$ cat config.mk
export PLATFORM = sky130hd
export DESIGN_NAME = effort_limited_gripper_regulator
export DESIGN_NICKNAME = d
export VERILOG_FILES = /design/src/design/gripr_pkg.sv /design/src/design/effort_limited_gripper_regulator.sv /design/src/design/gripr_filter.sv /design/src/design/gripr_duty.sv
export SDC_FILE = /design/constraint.sdc
export NUM_CORES = 1
export LEC_CHECK = 0
export BUFFER_PORTS_ARGS = -buffer_cell sky130_fd_sc_hd__buf_4
export CAP_MARGIN = 10
export CELL_PAD_IN_SITES_DETAIL_PLACEMENT = 2
export CELL_PAD_IN_SITES_GLOBAL_PLACEMENT = 2
export CORE_MARGIN = 2
export CORE_UTILIZATION = 36
export DETAILED_ROUTE_END_ITERATION = 7
export PLACE_DENSITY = 0.74
export SLEW_MARGIN = 20
export SYNTH_ARGS = -nofsm -noshare
export SYNTH_HDL_FRONTEND = slang
export SYNTH_SLANG_ARGS = --single-unit
$ cat constraint.sdc
create_clock -name clk -period 7.6 [get_ports clk]
set_input_delay 0.76 -clock clk [delete_from_list [all_inputs] [get_ports clk]]
set_output_delay 0.76 -clock clk [all_outputs]
set_load 0.02 [all_outputs]
$ cat src/design/gripr_pkg.sv
package gripr_pkg;

    localparam int POS_FULL     = 20000;
    localparam int ANGLE_TOP    = 180;
    localparam int EFFORT_BASE  = 199;
    localparam int EFFORT_FIRST = 200;
    localparam int EFFORT_LAST  = 300;
    localparam int EFFORT_CEIL  = 1200;
    localparam int EFFORT_RESET = 300;
    localparam int ALPHA_ONE    = 256;

    // duty = (1150 + pos*19/400) * 256 / 625
    localparam int POS_GAIN    = 19;
    localparam int DIV_POS     = 400;
    localparam int DIV_DUTY    = 625;
    localparam int PULSE_LOW   = 1150;
    localparam int QUOT_BITS   = 10;
    localparam int ALPHA_BITS  = 9;

    localparam logic [2:0] CFG_ALPHA   = 3'd0;
    localparam logic [2:0] CFG_IDLE    = 3'd1;
    localparam logic [2:0] CFG_MAX     = 3'd2;
    localparam logic [2:0] CFG_MIN     = 3'd3;
    localparam logic [2:0] CFG_BACKOFF = 3'd4;

    typedef struct packed {
        logic [8:0]  alpha_q8;
        logic [11:0] idle_seed_ma;
        logic [14:0] max_step;
        logic [14:0] min_step;
        logic [14:0] backoff_step;
    } cfg_regs_t;

    typedef logic [14:0] angle_lut_t [0:ANGLE_TOP];

    function automatic angle_lut_t build_angle_lut();
        angle_lut_t lut;
        for (int i = 0; i <= ANGLE_TOP; i++) begin
            lut[i] = 15'(i * POS_FULL / ANGLE_TOP);
        end
        return lut;
    endfunction

    localparam angle_lut_t ANGLE_LUT = build_angle_lut();

endpackage

$ cat src/design/effort_limited_gripper_regulator.sv
// Channel   Direction  Handshake            Payload
// in        sink       in_valid / in_stall  mode, measured_current, command_code
// out       source     out_valid / out_stall pwm_duty, position, filtered_current,
//                                           command_ignored, overload
// cfg       sink       cfg_valid / cfg_ready cfg_index, cfg_data
//
// One item at a time. A command goes through two 10-step duty divisions into the
// output register; a tick first runs the 9-step serial alpha multiply and the
// regulation states REG1 and REG2 ahead of them.
// in_stall is high from acceptance until the result is in the output register,
// longer while the previous beat still waits there on out_stall.
// Async active-low reset: position and target fully open, effort 300 mA,
// filter state zero, config at its defaults. cfg_ready is always high.
module effort_limited_gripper_regulator (
    input  logic        clk,
    input  logic        rst_n,
    input  logic        in_valid,
    output logic        in_stall,
    input  logic        mode,
    input  logic [11:0] measured_current,
    input  logic [8:0]  command_code,
    output logic        out_valid,
    input  logic        out_stall,
    output logic [12:0] pwm_duty,
    output logic [14:0] position,
    output logic [11:0] filtered_current,
    output logic        command_ignored,
    output logic        overload,
    input  logic        cfg_valid,
    output logic        cfg_ready,
    input  logic [2:0]  cfg_index,
    input  logic [14:0] cfg_data
);
    import gripr_pkg::*;

    typedef enum logic [2:0] {
        ST_IDLE, ST_FILT, ST_REG1, ST_REG2, ST_DUTY, ST_OUT
    } state_t;

    state_t      state_reg, state_next;
    cfg_regs_t   cfg_reg, cfg_next;
    logic [14:0] pos_reg, pos_next;
    logic [14:0] tgt_reg, tgt_next;
    logic [10:0] effort_reg, effort_next;
    logic [14:0] step_reg, step_next;
    logic        gap_pos_reg, gap_pos_next;
    logic        ignored_reg, ignored_next;
    logic        over_reg, over_next;
    logic        out_valid_reg, out_valid_next;
    logic [12:0] duty_out_reg, duty_out_next;
    logic [14:0] pos_out_reg, pos_out_next;
    logic [11:0] cur_out_reg, cur_out_next;
    logic        ign_out_reg, ign_out_next;
    logic        over_out_reg, over_out_next;

    logic        in_accept;
    logic        filt_start, filt_done;
    logic [19:0] filt_q8;
    logic        duty_start, duty_done;
    logic [12:0] duty;

    logic [6:0]  eff_idx;
    logic [10:0] eff_ma;
    logic signed [13:0] gap;
    logic [14:0] gap_u;
    logic [14:0] step_raw;
    logic [14:0] span;
    logic [15:0] back_sum;
    logic        load;

    gripr_filter u_filter (
        .clk     (clk),
        .rst_n   (rst_n),
        .start   (filt_start),
        .meas    (measured_current),
        .cfg     (cfg_reg),
        .done    (filt_done),
        .filt_q8 (filt_q8)
    );

    gripr_duty u_duty (
        .clk   (clk),
        .rst_n (rst_n),
        .start (duty_start),
        .pos   (pos_next),
        .done  (duty_done),
        .duty  (duty)
    );

    assign in_stall   = (state_reg != ST_IDLE);
    assign in_accept  = in_valid && !in_stall;
    assign filt_start = in_accept && !mode;
    assign cfg_ready  = 1'b1;

    always_comb
    begin
        eff_idx  = 7'(command_code - 9'(EFFORT_BASE));
        eff_ma   = ({4'b0, eff_idx} << 3) + ({4'b0, eff_idx} << 2);
        gap      = $signed({3'b0, effort_reg}) - $signed({2'b0, filt_q8[19:8]});
        gap_u    = 15'(gap[12:0]);
        step_raw = gap_u + (gap_u >> 1);
        span     = pos_reg - tgt_reg;
        back_sum = {1'b0, pos_reg} + {1'b0, cfg_reg.backoff_step};
        load     = (state_reg == ST_OUT) && (!out_valid_reg || !out_stall);

        state_next     = state_reg;
        cfg_next       = cfg_reg;
        pos_next       = pos_reg;
        tgt_next       = tgt_reg;
        effort_next    = effort_reg;
        step_next      = step_reg;
        gap_pos_next   = gap_pos_reg;
        ignored_next   = ignored_reg;
        over_next      = over_reg;
        duty_start     = 1'b0;
        duty_out_next  = duty_out_reg;
        pos_out_next   = pos_out_reg;
        cur_out_next   = cur_out_reg;
        ign_out_next   = ign_out_reg;
        over_out_next  = over_out_reg;

        if (cfg_valid)
        begin
            unique case (cfg_index)
                CFG_ALPHA:   cfg_next.alpha_q8     = cfg_data[8:0];
                CFG_IDLE:    cfg_next.idle_seed_ma = cfg_data[11:0];
                CFG_MAX:     cfg_next.max_step     = cfg_data;
                CFG_MIN:     cfg_next.min_step     = cfg_data;
                CFG_BACKOFF: cfg_next.backoff_step = cfg_data;
                default: ;
            endcase
        end

        unique case (state_reg)
            ST_IDLE:
            begin
                if (in_accept)
                begin
                    over_next    = 1'b0;
                    ignored_next = 1'b0;
                    if (mode)
                    begin
                        if (command_code <= 9'(ANGLE_TOP))
                            tgt_next = ANGLE_LUT[command_code[7:0]];
                        else if (command_code >= 9'(EFFORT_FIRST) &&
                                 command_code <= 9'(EFFORT_LAST))
                            effort_next = (eff_ma > 11'(EFFORT_CEIL)) ?
                                          11'(EFFORT_CEIL) : eff_ma;
                        else
                            ignored_next = 1'b1;
                        duty_start = 1'b1;
                        state_next = ST_DUTY;
                    end
                    else
                    begin
                        state_next = ST_FILT;
                    end
                end
            end
            ST_FILT:
            begin
                if (filt_done)
                    state_next = ST_REG1;
            end
            ST_REG1:
            begin
                gap_pos_next = !gap[13] && (gap != '0);
                if (step_raw < cfg_reg.min_step)
                    step_next = cfg_reg.min_step;
                else if (step_raw > cfg_reg.max_step)
                    step_next = cfg_reg.max_step;
                else
                    step_next = step_raw;
                state_next = ST_REG2;
            end
            ST_REG2:
            begin
                if (tgt_reg > pos_reg)
                begin
                    pos_next = tgt_reg;
                end
                else if (tgt_reg < pos_reg)
                begin
                    if (gap_pos_reg)
                    begin
                        pos_next = (span > step_reg) ? pos_reg - step_reg : tgt_reg;
                    end
                    else
                    begin
                        pos_next  = (back_sum > 16'(POS_FULL)) ? 15'(POS_FULL) :
                                    back_sum[14:0];
                        over_next = 1'b1;
                    end
                end
                duty_start = 1'b1;
                state_next = ST_DUTY;
            end
            ST_DUTY:
            begin
                if (duty_done)
                    state_next = ST_OUT;
            end
            ST_OUT:
            begin
                if (load)
                begin
                    duty_out_next = duty;
                    pos_out_next  = pos_reg;
                    cur_out_next  = filt_q8[19:8];
                    ign_out_next  = ignored_reg;
                    over_out_next = over_reg;
                    state_next    = ST_IDLE;
                end
            end
            default: state_next = ST_IDLE;
        endcase

        if (load)
            out_valid_next = 1'b1;
        else
            out_valid_next = out_valid_reg && out_stall;
    end

    always_ff @(posedge clk or negedge rst_n)
    begin
        if (!rst_n)
        begin
            state_reg                <= ST_IDLE;
            cfg_reg.alpha_q8         <= 9'd33;
            cfg_reg.idle_seed_ma     <= 12'd110;
            cfg_reg.max_step         <= 15'd400;
            cfg_reg.min_step         <= 15'd10;
            cfg_reg.backoff_step     <= 15'd50;
            pos_reg                  <= 15'(POS_FULL);
            tgt_reg                  <= 15'(POS_FULL);
            effort_reg               <= 11'(EFFORT_RESET);
            step_reg                 <= '0;
            gap_pos_reg              <= 1'b0;
            ignored_reg              <= 1'b0;
            over_reg                 <= 1'b0;
            out_valid_reg            <= 1'b0;
            duty_out_reg             <= '0;
            pos_out_reg              <= '0;
            cur_out_reg              <= '0;
            ign_out_reg              <= 1'b0;
            over_out_reg             <= 1'b0;
        end
        else
        begin
            state_reg     <= state_next;
            cfg_reg       <= cfg_next;
            pos_reg       <= pos_next;
            tgt_reg       <= tgt_next;
            effort_reg    <= effort_next;
            step_reg      <= step_next;
            gap_pos_reg   <= gap_pos_next;
            ignored_reg   <= ignored_next;
            over_reg      <= over_next;
            out_valid_reg <= out_valid_next;
            duty_out_reg  <= duty_out_next;
            pos_out_reg   <= pos_out_next;
            cur_out_reg   <= cur_out_next;
            ign_out_reg   <= ign_out_next;
            over_out_reg  <= over_out_next;
        end
    end

    assign out_valid        = out_valid_reg;
    assign pwm_duty         = duty_out_reg;
    assign position         = pos_out_reg;
    assign filtered_current = cur_out_reg;
    assign command_ignored  = ign_out_reg;
    assign overload         = over_out_reg;

    a_pos_range: assert property (@(posedge clk) disable iff (!rst_n)
        pos_reg <= 15'(POS_FULL))
        else $error("position out of range");

    a_pos_hold: assert property (@(posedge clk) disable iff (!rst_n)
        (state_reg != ST_REG2) |=> $stable(pos_reg))
        else $error("position moved outside regulation step");

    a_out_load: assert property (@(posedge clk) disable iff (!rst_n)
        $rose(out_valid_reg) |-> $past(state_reg == ST_OUT))
        else $error("result beat appeared without a finished item");

    a_flags: assert property (@(posedge clk) disable iff (!rst_n)
        out_valid_reg |-> !(ign_out_reg && over_out_reg))
        else $error("ignored command and overload flagged together");

endmodule

$ cat src/design/gripr_filter.sv
module gripr_filter (
    input  logic                clk,
    input  logic                rst_n,
    input  logic                start,
    input  logic [11:0]         meas,
    input  gripr_pkg::cfg_regs_t cfg,
    output logic                done,
    output logic [19:0]         filt_q8
);
    import gripr_pkg::*;

    typedef enum logic [0:0] {ST_IDLE, ST_RUN} state_t;

    state_t             state_reg, state_next;
    logic [3:0]         cnt_reg, cnt_next;
    logic signed [29:0] acc_reg, acc_next;
    logic signed [29:0] addend_reg, addend_next;
    logic [8:0]         mult_reg, mult_next;
    logic [19:0]        filt_reg, filt_next;
    logic               done_reg, done_next;

    logic [19:0]        seed;
    logic [8:0]         alpha_sat;
    logic signed [29:0] diff;
    logic signed [29:0] acc_sum;

    // acc = 256*f + a*(256*meas - f), alpha taken one bit per cycle
    always_comb
    begin
        seed      = (filt_reg == '0) ? {cfg.idle_seed_ma, 8'b0} : filt_reg;
        alpha_sat = (cfg.alpha_q8 > 9'(ALPHA_ONE)) ? 9'(ALPHA_ONE) : cfg.alpha_q8;
        diff      = $signed({10'b0, meas, 8'b0}) - $signed({10'b0, seed});
        acc_sum   = mult_reg[0] ? acc_reg + addend_reg : acc_reg;

        state_next  = state_reg;
        cnt_next    = cnt_reg;
        acc_next    = acc_reg;
        addend_next = addend_reg;
        mult_next   = mult_reg;
        filt_next   = filt_reg;
        done_next   = 1'b0;

        unique case (state_reg)
            ST_IDLE:
            begin
                if (start)
                begin
                    acc_next    = $signed({2'b0, seed, 8'b0});
                    addend_next = diff;
                    mult_next   = alpha_sat;
                    cnt_next    = 4'(ALPHA_BITS - 1);
                    state_next  = ST_RUN;
                end
            end
            ST_RUN:
            begin
                acc_next    = acc_sum;
                addend_next = addend_reg <<< 1;
                mult_next   = mult_reg >> 1;
                cnt_next    = cnt_reg - 4'd1;
                if (cnt_reg == '0)
                begin
                    filt_next  = acc_sum[27:8];
                    done_next  = 1'b1;
                    state_next = ST_IDLE;
                end
            end
            default: state_next = ST_IDLE;
        endcase
    end

    always_ff @(posedge clk or negedge rst_n)
    begin
        if (!rst_n)
        begin
            state_reg  <= ST_IDLE;
            cnt_reg    <= '0;
            acc_reg    <= '0;
            addend_reg <= '0;
            mult_reg   <= '0;
            filt_reg   <= '0;
            done_reg   <= 1'b0;
        end
        else
        begin
            state_reg  <= state_next;
            cnt_reg    <= cnt_next;
            acc_reg    <= acc_next;
            addend_reg <= addend_next;
            mult_reg   <= mult_next;
            filt_reg   <= filt_next;
            done_reg   <= done_next;
        end
    end

    assign done    = done_reg;
    assign filt_q8 = filt_reg;

endmodule

$ cat src/design/gripr_duty.sv
module gripr_duty (
    input  logic        clk,
    input  logic        rst_n,
    input  logic        start,
    input  logic [14:0] pos,
    output logic        done,
    output logic [12:0] duty
);
    import gripr_pkg::*;

    typedef enum logic [1:0] {ST_IDLE, ST_DIV_PULSE, ST_DIV_DUTY} state_t;

    state_t      state_reg, state_next;
    logic [19:0] rem_reg, rem_next;
    logic [19:0] dvs_reg, dvs_next;
    logic [9:0]  quot_reg, quot_next;
    logic [3:0]  cnt_reg, cnt_next;
    logic        done_reg, done_next;

    logic [19:0] pos_w;
    logic        ge;
    logic [19:0] rem_after;
    logic [9:0]  quot_shift;
    logic [11:0] pulse;

    // restoring division, one quotient bit per cycle, divisor shifts right
    always_comb
    begin
        pos_w      = {5'b0, pos};
        ge         = rem_reg >= dvs_reg;
        rem_after  = ge ? rem_reg - dvs_reg : rem_reg;
        quot_shift = {quot_reg[8:0], ge};
        pulse      = 12'(PULSE_LOW) + {2'b0, quot_shift};

        state_next = state_reg;
        rem_next   = rem_reg;
        dvs_next   = dvs_reg;
        quot_next  = quot_reg;
        cnt_next   = cnt_reg;
        done_next  = 1'b0;

        unique case (state_reg)
            ST_IDLE:
            begin
                if (start)
                begin
                    rem_next   = (pos_w << 4) + (pos_w << 1) + pos_w;  // pos * POS_GAIN
                    dvs_next   = 20'(DIV_POS) << (QUOT_BITS - 1);
                    quot_next  = '0;
                    cnt_next   = 4'(QUOT_BITS - 1);
                    state_next = ST_DIV_PULSE;
                end
            end
            ST_DIV_PULSE:
            begin
                rem_next  = rem_after;
                dvs_next  = dvs_reg >> 1;
                quot_next = quot_shift;
                cnt_next  = cnt_reg - 4'd1;
                if (cnt_reg == '0)
                begin
                    rem_next   = {pulse, 8'b0};
                    dvs_next   = 20'(DIV_DUTY) << (QUOT_BITS - 1);
                    quot_next  = '0;
                    cnt_next   = 4'(QUOT_BITS - 1);
                    state_next = ST_DIV_DUTY;
                end
            end
            ST_DIV_DUTY:
            begin
                rem_next  = rem_after;
                dvs_next  = dvs_reg >> 1;
                quot_next = quot_shift;
                cnt_next  = cnt_reg - 4'd1;
                if (cnt_reg == '0)
                begin
                    done_next  = 1'b1;
                    state_next = ST_IDLE;
                end
            end
            default: state_next = ST_IDLE;
        endcase
    end

    always_ff @(posedge clk or negedge rst_n)
    begin
        if (!rst_n)
        begin
            state_reg <= ST_IDLE;
            rem_reg   <= '0;
            dvs_reg   <= '0;
            quot_reg  <= '0;
            cnt_reg   <= '0;
            done_reg  <= 1'b0;
        end
        else
        begin
            state_reg <= state_next;
            rem_reg   <= rem_next;
            dvs_reg   <= dvs_next;
            quot_reg  <= quot_next;
            cnt_reg   <= cnt_next;
            done_reg  <= done_next;
        end
    end

    assign done = done_reg;
    assign duty = {3'b0, quot_reg};

endmodule
=== Word-level counts from Yosys, hierarchy flattened ===
Memory sizes are Yosys's and may differ from the RTL's. A register that Yosys moved wholly into a read port is not among the register bits.
Cells that the tools add are included.

* Register bits: 305
* ROM bits: 3840
* Output and inout port bits: 45
* Word-level logic and storage cells: 186
* Memories: 1

{| class="wikitable"
|+ Memories
! name !! words !! bits a word !! read ports !! clocked after memory_dff !! wr ports !! RTL line !! RTL
|-
| (name not given) || 256 || 15 || 1 || 1 || 0 || effort_limited_gripper_regulator.sv:144 || <nowiki>tgt_next = ANGLE_LUT[command_code[7:0]];</nowiki>
|}

* Add/sub/neg operators: 15
* $lt $le $gt $ge: 12
* Eq/ne operators: 23
* Muxes and demuxes: 62
* Bitwise operators: 3
* Reductions and logical operators: 38

{| class="wikitable"
|+ Operators by type and width
! operator !! count
|-
| $mux 15 || 8
|-
| $pmux 20 s3 || 2
|-
| $pmux 30 s2 || 2
|-
| $mux 20 || 5
|-
| $mux 30 || 3
|-
| $add 30x30->30 || 1
|-
| $gt 15x15->1 || 2
|-
| $pmux 10 s3 || 1
|-
| $sub 15x15->15 || 2
|-
| $sub 20x20->21 || 1
|-
| $add 19x16->20 || 1
|-
| $add 20x15->20 || 1
|-
| $ge 20x20->1 || 1
|-
| $logic_not 20->1 || 1
|-
| $mux 10 || 2
|-
| $reduce_and 2->1 || 10
|-
| $sub 20x20->20 || 1
|-
| $mux 19 || 1
|-
| $mux 9 || 2
|-
| $pmux 3 s6 || 1
|-
| $pmux 9 s2 || 1
|-
| $add 15x15->16 || 1
|-
| $gt 16x15->1 const B || 1
|-
| $mux 1 || 16
|-
| other kinds (43) || 86
|}

=== Longest topological paths before layout ===
* Depth after elaboration: 11
* Gate-level depth with buffers: 39
* Depth with buffers taken out: 38

=== Hierarchy ===
Synthesis repeated with hierarchy kept, for this count alone.

* Cells, all modules: 2908
* Area, all modules: 25373.1 um^2

{| class="wikitable"
|+ By module, submodules not included
! module !! instances !! cells an instance !! area an instance (um^2) !! seq. area each (um^2)
|-
| effort_limited_gripper_regulator || 1 || 1686 || 14420.1 || 4265.3
|-
| gripr_filter || 1 || 677 || 6147.1 || 2277.2
|-
| gripr_duty || 1 || 545 || 4805.9 || 1401.3
|}

=== Least setup slack after synthesis ===
Ideal clock, no wire load.

* Kind: reg-to-reg
* From: reg pos_reg[0]
* To: reg u_duty.rem_reg[17]
* Library setup time: 136 ps
* Arrival: 7266 ps
* Required time: 7464 ps
* Setup slack: 198 ps
* Stages on the path, launching flop included: 37
* Path buffers: 2
* Clock period less this slack: 7402 ps
* Cells stage by stage: dfrtp_1 -> inv_1 -> ha_1 -> inv_1 -> fa_1 -> nand2_1 -> nand2_1 -> a21oi_1 -> o21bai_1 -> a21oi_1 -> o21bai_1 -> a211oi_1 -> o21ai_0 -> and3_1 -> or3_1 -> ha_1 -> a21oi_1 -> nand2_1 -> a311o_1 -> o31ai_4 -> buf_2 -> buf_1 -> o32ai_1 -> a211oi_4 -> inv_1 -> ha_1 -> ha_1 -> a211oi_1 -> nor2_1 -> o41a_1 -> a211o_1 -> a21o_1 -> a21o_1 -> a31oi_1 -> o211ai_1 -> xnor2_1 -> o21ai_0

* Word-level cells in the longest chain between the ends: 11
* Elaborated cells between the ends (all ways): 17
* Classes of those cells: add/sub: 5; order compare: 4; mux: 8

{| class="wikitable"
|+ Ends and longest elaborated chain
! what !! RTL line !! RTL
|-
| start, declared || effort_limited_gripper_regulator.sv:42 || <nowiki>logic [14:0] pos_reg, pos_next;</nowiki>
|-
| start signal, assigned || effort_limited_gripper_regulator.sv:234 || <nowiki>pos_reg <= 15'(POS_FULL);</nowiki>
|-
| start signal, assigned || effort_limited_gripper_regulator.sv:252 || <nowiki>pos_reg <= pos_next;</nowiki>
|-
| $add 15x15->16 or $sub 15x15->15 (tied branches) || effort_limited_gripper_regulator.sv:103, effort_limited_gripper_regulator.sv:102 ||
|-
| $gt 16x15->1 or $gt 15x15->1 (tied branches) || effort_limited_gripper_regulator.sv:190, effort_limited_gripper_regulator.sv:186 ||
|-
| $mux 15, on equally long branches || effort_limited_gripper_regulator.sv:190, effort_limited_gripper_regulator.sv:186 ||
|-
| $mux 15 || effort_limited_gripper_regulator.sv:184 || <nowiki>if (gap_pos_reg)</nowiki>
|-
| $mux 15 || effort_limited_gripper_regulator.sv:182 || <nowiki>else if (tgt_reg < pos_reg)</nowiki>
|-
| $mux 15 (*) || effort_limited_gripper_regulator.sv:178 || <nowiki>if (tgt_reg > pos_reg)</nowiki>
|-
| $mux 15 (*) || effort_limited_gripper_regulator.sv:134 || <nowiki>unique case (state_reg)</nowiki>
|-
| named net pos_next[2] || effort_limited_gripper_regulator.sv:42 ||
|-
| $add 19x16->20 || gripr_duty.sv:47 || <nowiki>rem_next = (pos_w << 4) + (pos_w << 1) + pos_w;</nowiki>
|-
| $add 20x15->20 (*) || gripr_duty.sv:47 ||
|-
| $mux 20 (*) || gripr_duty.sv:45 || <nowiki>if (start)</nowiki>
|-
| $pmux 20 s3 (*) || gripr_duty.sv:42 || <nowiki>unique case (state_reg)</nowiki>
|-
| end signal, assigned || gripr_duty.sv:99 || <nowiki>rem_reg <= rem_next;</nowiki>
|-
| end, declared || gripr_duty.sv:14 || <nowiki>logic [19:0] rem_reg, rem_next;</nowiki>
|}

The timed path passes the listed nets; every way through them passes the cells marked *. The select of a mux whose other input is x is not followed.
A chain may end at the register's enable or synchronous reset.

=== Worst setup path in the final report ===
* From: reg pos_reg[0]
* To: reg u_duty.rem_reg[15]

* Word-level cells in the longest chain between the ends: 11
* Elaborated cells between the ends (all ways): 17
* Classes of those cells: add/sub: 5; order compare: 4; mux: 8

{| class="wikitable"
|+ Ends and longest elaborated chain
! what !! RTL line
|-
| $add 15x15->16 or $sub 15x15->15 (tied branches) || effort_limited_gripper_regulator.sv:103, effort_limited_gripper_regulator.sv:102
|-
| $gt 16x15->1 or $gt 15x15->1 (tied branches) || effort_limited_gripper_regulator.sv:190, effort_limited_gripper_regulator.sv:186
|-
| $mux 15, on equally long branches || effort_limited_gripper_regulator.sv:190, effort_limited_gripper_regulator.sv:186
|-
| $mux 15 || effort_limited_gripper_regulator.sv:184
|-
| $mux 15 || effort_limited_gripper_regulator.sv:182
|-
| $mux 15 || effort_limited_gripper_regulator.sv:178
|-
| $mux 15 (*) || effort_limited_gripper_regulator.sv:134
|-
| $add 19x16->20 || gripr_duty.sv:47
|-
| $add 20x15->20 (*) || gripr_duty.sv:47
|-
| $mux 20 (*) || gripr_duty.sv:45
|-
| $pmux 20 s3 (*) || gripr_duty.sv:42
|}

Every way passes the cells marked *; elsewhere a longest branch is shown, timed or not. The select of a mux whose other input is x is not followed.

==> results.json <==
{
  "track_usage_pct": 26.48,
  "timing.fmax_mhz": 131.2,
  "critPathKind": "flip-flop to flip-flop",
  "crit_family": "compound AO/OA/AOI/OAI gates",
  "gp_congestion": 0.9745,
  "core_area_mm2": 0.06883,
  "wl_um": 95840,
  "worstPathMaxFanout": 4,
  "r2r_start": "pos_reg[0]",
  "max-slew-margin-rel_pct": 29.98,
  "areaGrowthSynthToFinish_pct": 14.55,
  "fp.dieH_um": 268.1,
  "die_area_mm2": 0.07186,
  "cts_max_level": 2,
  "wl_met3_um": 3185,
  "synth_ff_type": "dfrtp_1",
  "holdBufCountCts": 0,
  "synth-edff-count": 0,
  "ys_top_cells_by_count": "325 x nand2_1, 284 x dfrtp_1, 275 x o21ai_0, 232 x a21oi_1, 228 x ha_1",
  "synthArstFlopShare_pct": 100.0,
  "initial_core_util_pct": 36.47,
  "nets": 3318,
  "rsz0062_at_grt": "yes",
  "cp.required_ns": 8.11,
  "highest_layer": "met4",
  "skew_ns": 0.02981,
  "avgSynthCellArea_um2": 8.498,
  "die_x_um": 268.1,
  "synth_top_area_share_pct": 28.31,
  "viasPerCell": 5.791,
  "grt_pass1_vias": 25270,
  "cts_made_buffers": 41,
  "wl_met2_um": 47150,
  "fill_cells": 7689,
  "final_antenna_net_count": 0,
  "path_clk_slew_ns": 0.06,
  "tightest_slew_ns": 1.043,
  "worst_path_max_delay_cell": "o41a_1",
  "netlist_instances": 2954,
  "n_antenna_cell": 0,
  "drive_gt1_share_pct": 14.98,
  "drt_iter0_drc": 1359,
  "met1Wirelength_um": 42970,
  "synth.most_common_cell": "nand2_1",
  "grt_pass1_wl_um": 149000,
  "crit_buf_inv": 5,
  "status": "finished with violations",
  "vias": 23140,
  "start_kind": "flip-flop",
  "drc": 0,
  "dpl.hpwl_um": 71960,
  "r2r_slack_ns": -0.02,
  "cts_tree": "yes",
  "worst_hold_path_type": "input pin to async pin",
  "cp-end-kind": "flip-flop",
  "cts.sinks": 313,
  "setup.worst_path.start": "pos_reg[0]",
  "cts_buffer_depth": 3,
  "clock_latency_ns": 0.59,
  "cap_violations": 0,
  "drt-wirelength-per-cell_um": 23.99,
  "grt-ovfl-total": 0,
  "setup_viol": 1,
  "yosys-top-cells-area": "dfrtp_1 28%, ha_1 11%, o21ai_0 5.5%, nand2_1 4.9%, a21oi_1 4.6%",
  "cp.arrival_ns": 8.13,
  "violations": "negative setup slack",
  "ios": 90,
  "timing.rr.end": "u_duty.rem_reg[15]",
  "ys_seq_elements": 313,
  "yosys_warnings": 0,
  "yosysSeqAreaShare_pct": 31.35,
  "grt_antenna_before_repair": 6,
  "r2r_cells": 38,
  "period_needed_ns": 7.621,
  "drv_slew": 0,
  "fin_ws_ns": -0.02071,
  "grt_max_degree": 151,
  "hold_viol": 0,
  "synth_top_area_cell": "dfrtp_1",
  "synth_cell_types": 100,
  "port-buffer-count": 85,
  "tns_ns": -0.02071,
  "rows": 96,
  "max_stage_delay_ns": 0.45,
  "fin_crit_sh_pct": 100.3,
  "synth_area_mm2": 0.02510,
  "drt_first_pass_iters": 5,
  "root_buffer": "clkbuf_16",
  "largest_reg_flops": 66
}
==> logic make-up after synthesis <==
logic type               count (synthesis)  share of synthesized area [%]
AO/OA/AOI/OAI                          954                          24.64
AND/OR/NAND/NOR                        820                          15.12
buffers and inverters                  346                          5.313
flip-flops                             313                          31.35
adder cells (fa/ha/maj)                243                          12.52
XOR/XNOR                               147                          5.129
multiplexers                           129                          5.901
other                                    2                        0.02992
==> area by class of cell <==
| class | instances | area [um2] | area share (%) |
|---|---|---|---|
| Multi-Input combinational cell | 2297 | 16140 | 56.12 |
| Sequential cell | 313 | 7870 | 27.37 |
| Timing Repair Buffer | 180 | 1390 | 4.834 |
| Clock buffer | 56 | 1172 | 4.077 |
| Tap cell | 931 | 1165 | 4.051 |
| Inverter | 198 | 743.2 | 2.585 |
| Clock inverter | 20 | 277.8 | 0.9659 |
==> repair_timing <==
item                                    CTS  global route
pin swaps                                 4            51
buffers inserted                          2            12
resized for setup                        13            41
endpoints found under the setup margin   13             9
==> per-layer routing <==
layer / GRT usage (%) / vias up
li1: - / 10780
met3: 2.712 / 120
met5: 0 / -
met4: 6.870 / 0
met2: 46.88 / 374
met1: 34.32 / 11860
==> cell usage in the layout, fill, tap and decap left out, types with 49 or more instances in the layout <==
master,synthesis,layout
dfrtp_1,284,283
nand3_1,60,59
a21o_1,68,68
nand2_1,325,323
a21oi_1,232,225
xor2_1,51,49
o211ai_1,52,52
nor3_1,51,49
buf_4,4,173
nor2_1,186,178
inv_1,194,192
xnor2_1,96,95
mux2_2,81,80
o21ai_0,275,269
ha_1,228,224
==> metrics by stage <==
stage	setup WS (ns)	instances	utilization, %	hold WS [ns]	instance area [um2]
3_5_place_dp	-0.5656	3905	39.19	0.4660	26970
3_3_place_gp	-0.1919	3905	39.19	0.4620	26970
4_1_cts	0.002903	3983	41.40	0.2441	28490
2_1_floorplan	0.1984	2956	-	0.4460	25110
5_1_grt	-0.4264	3995	41.78	0.2738	28760
6_report	-0.02071	3995	41.78	0.1957	28760
==> worst max path at each step <==
stage | to | slack (ns) | cells past startpoint
final | u_duty.rem_reg[15] | -0.02 | 38
after global routing | u_duty.rem_reg[15] | -0.43 | 38
after CTS | u_duty.rem_reg[15] | 0.003 | 38
after detailed placement | u_duty.rem_reg[12] | -0.57 | 36
after global placement | u_duty.rem_reg[12] | -0.19 | 36
after floorplan | u_duty.rem_reg[17] | 0.20 | 36
Power is left out: the tool's default activity adds up to more than one toggle a clock period on the data nets, which glitch-free logic cannot reach.
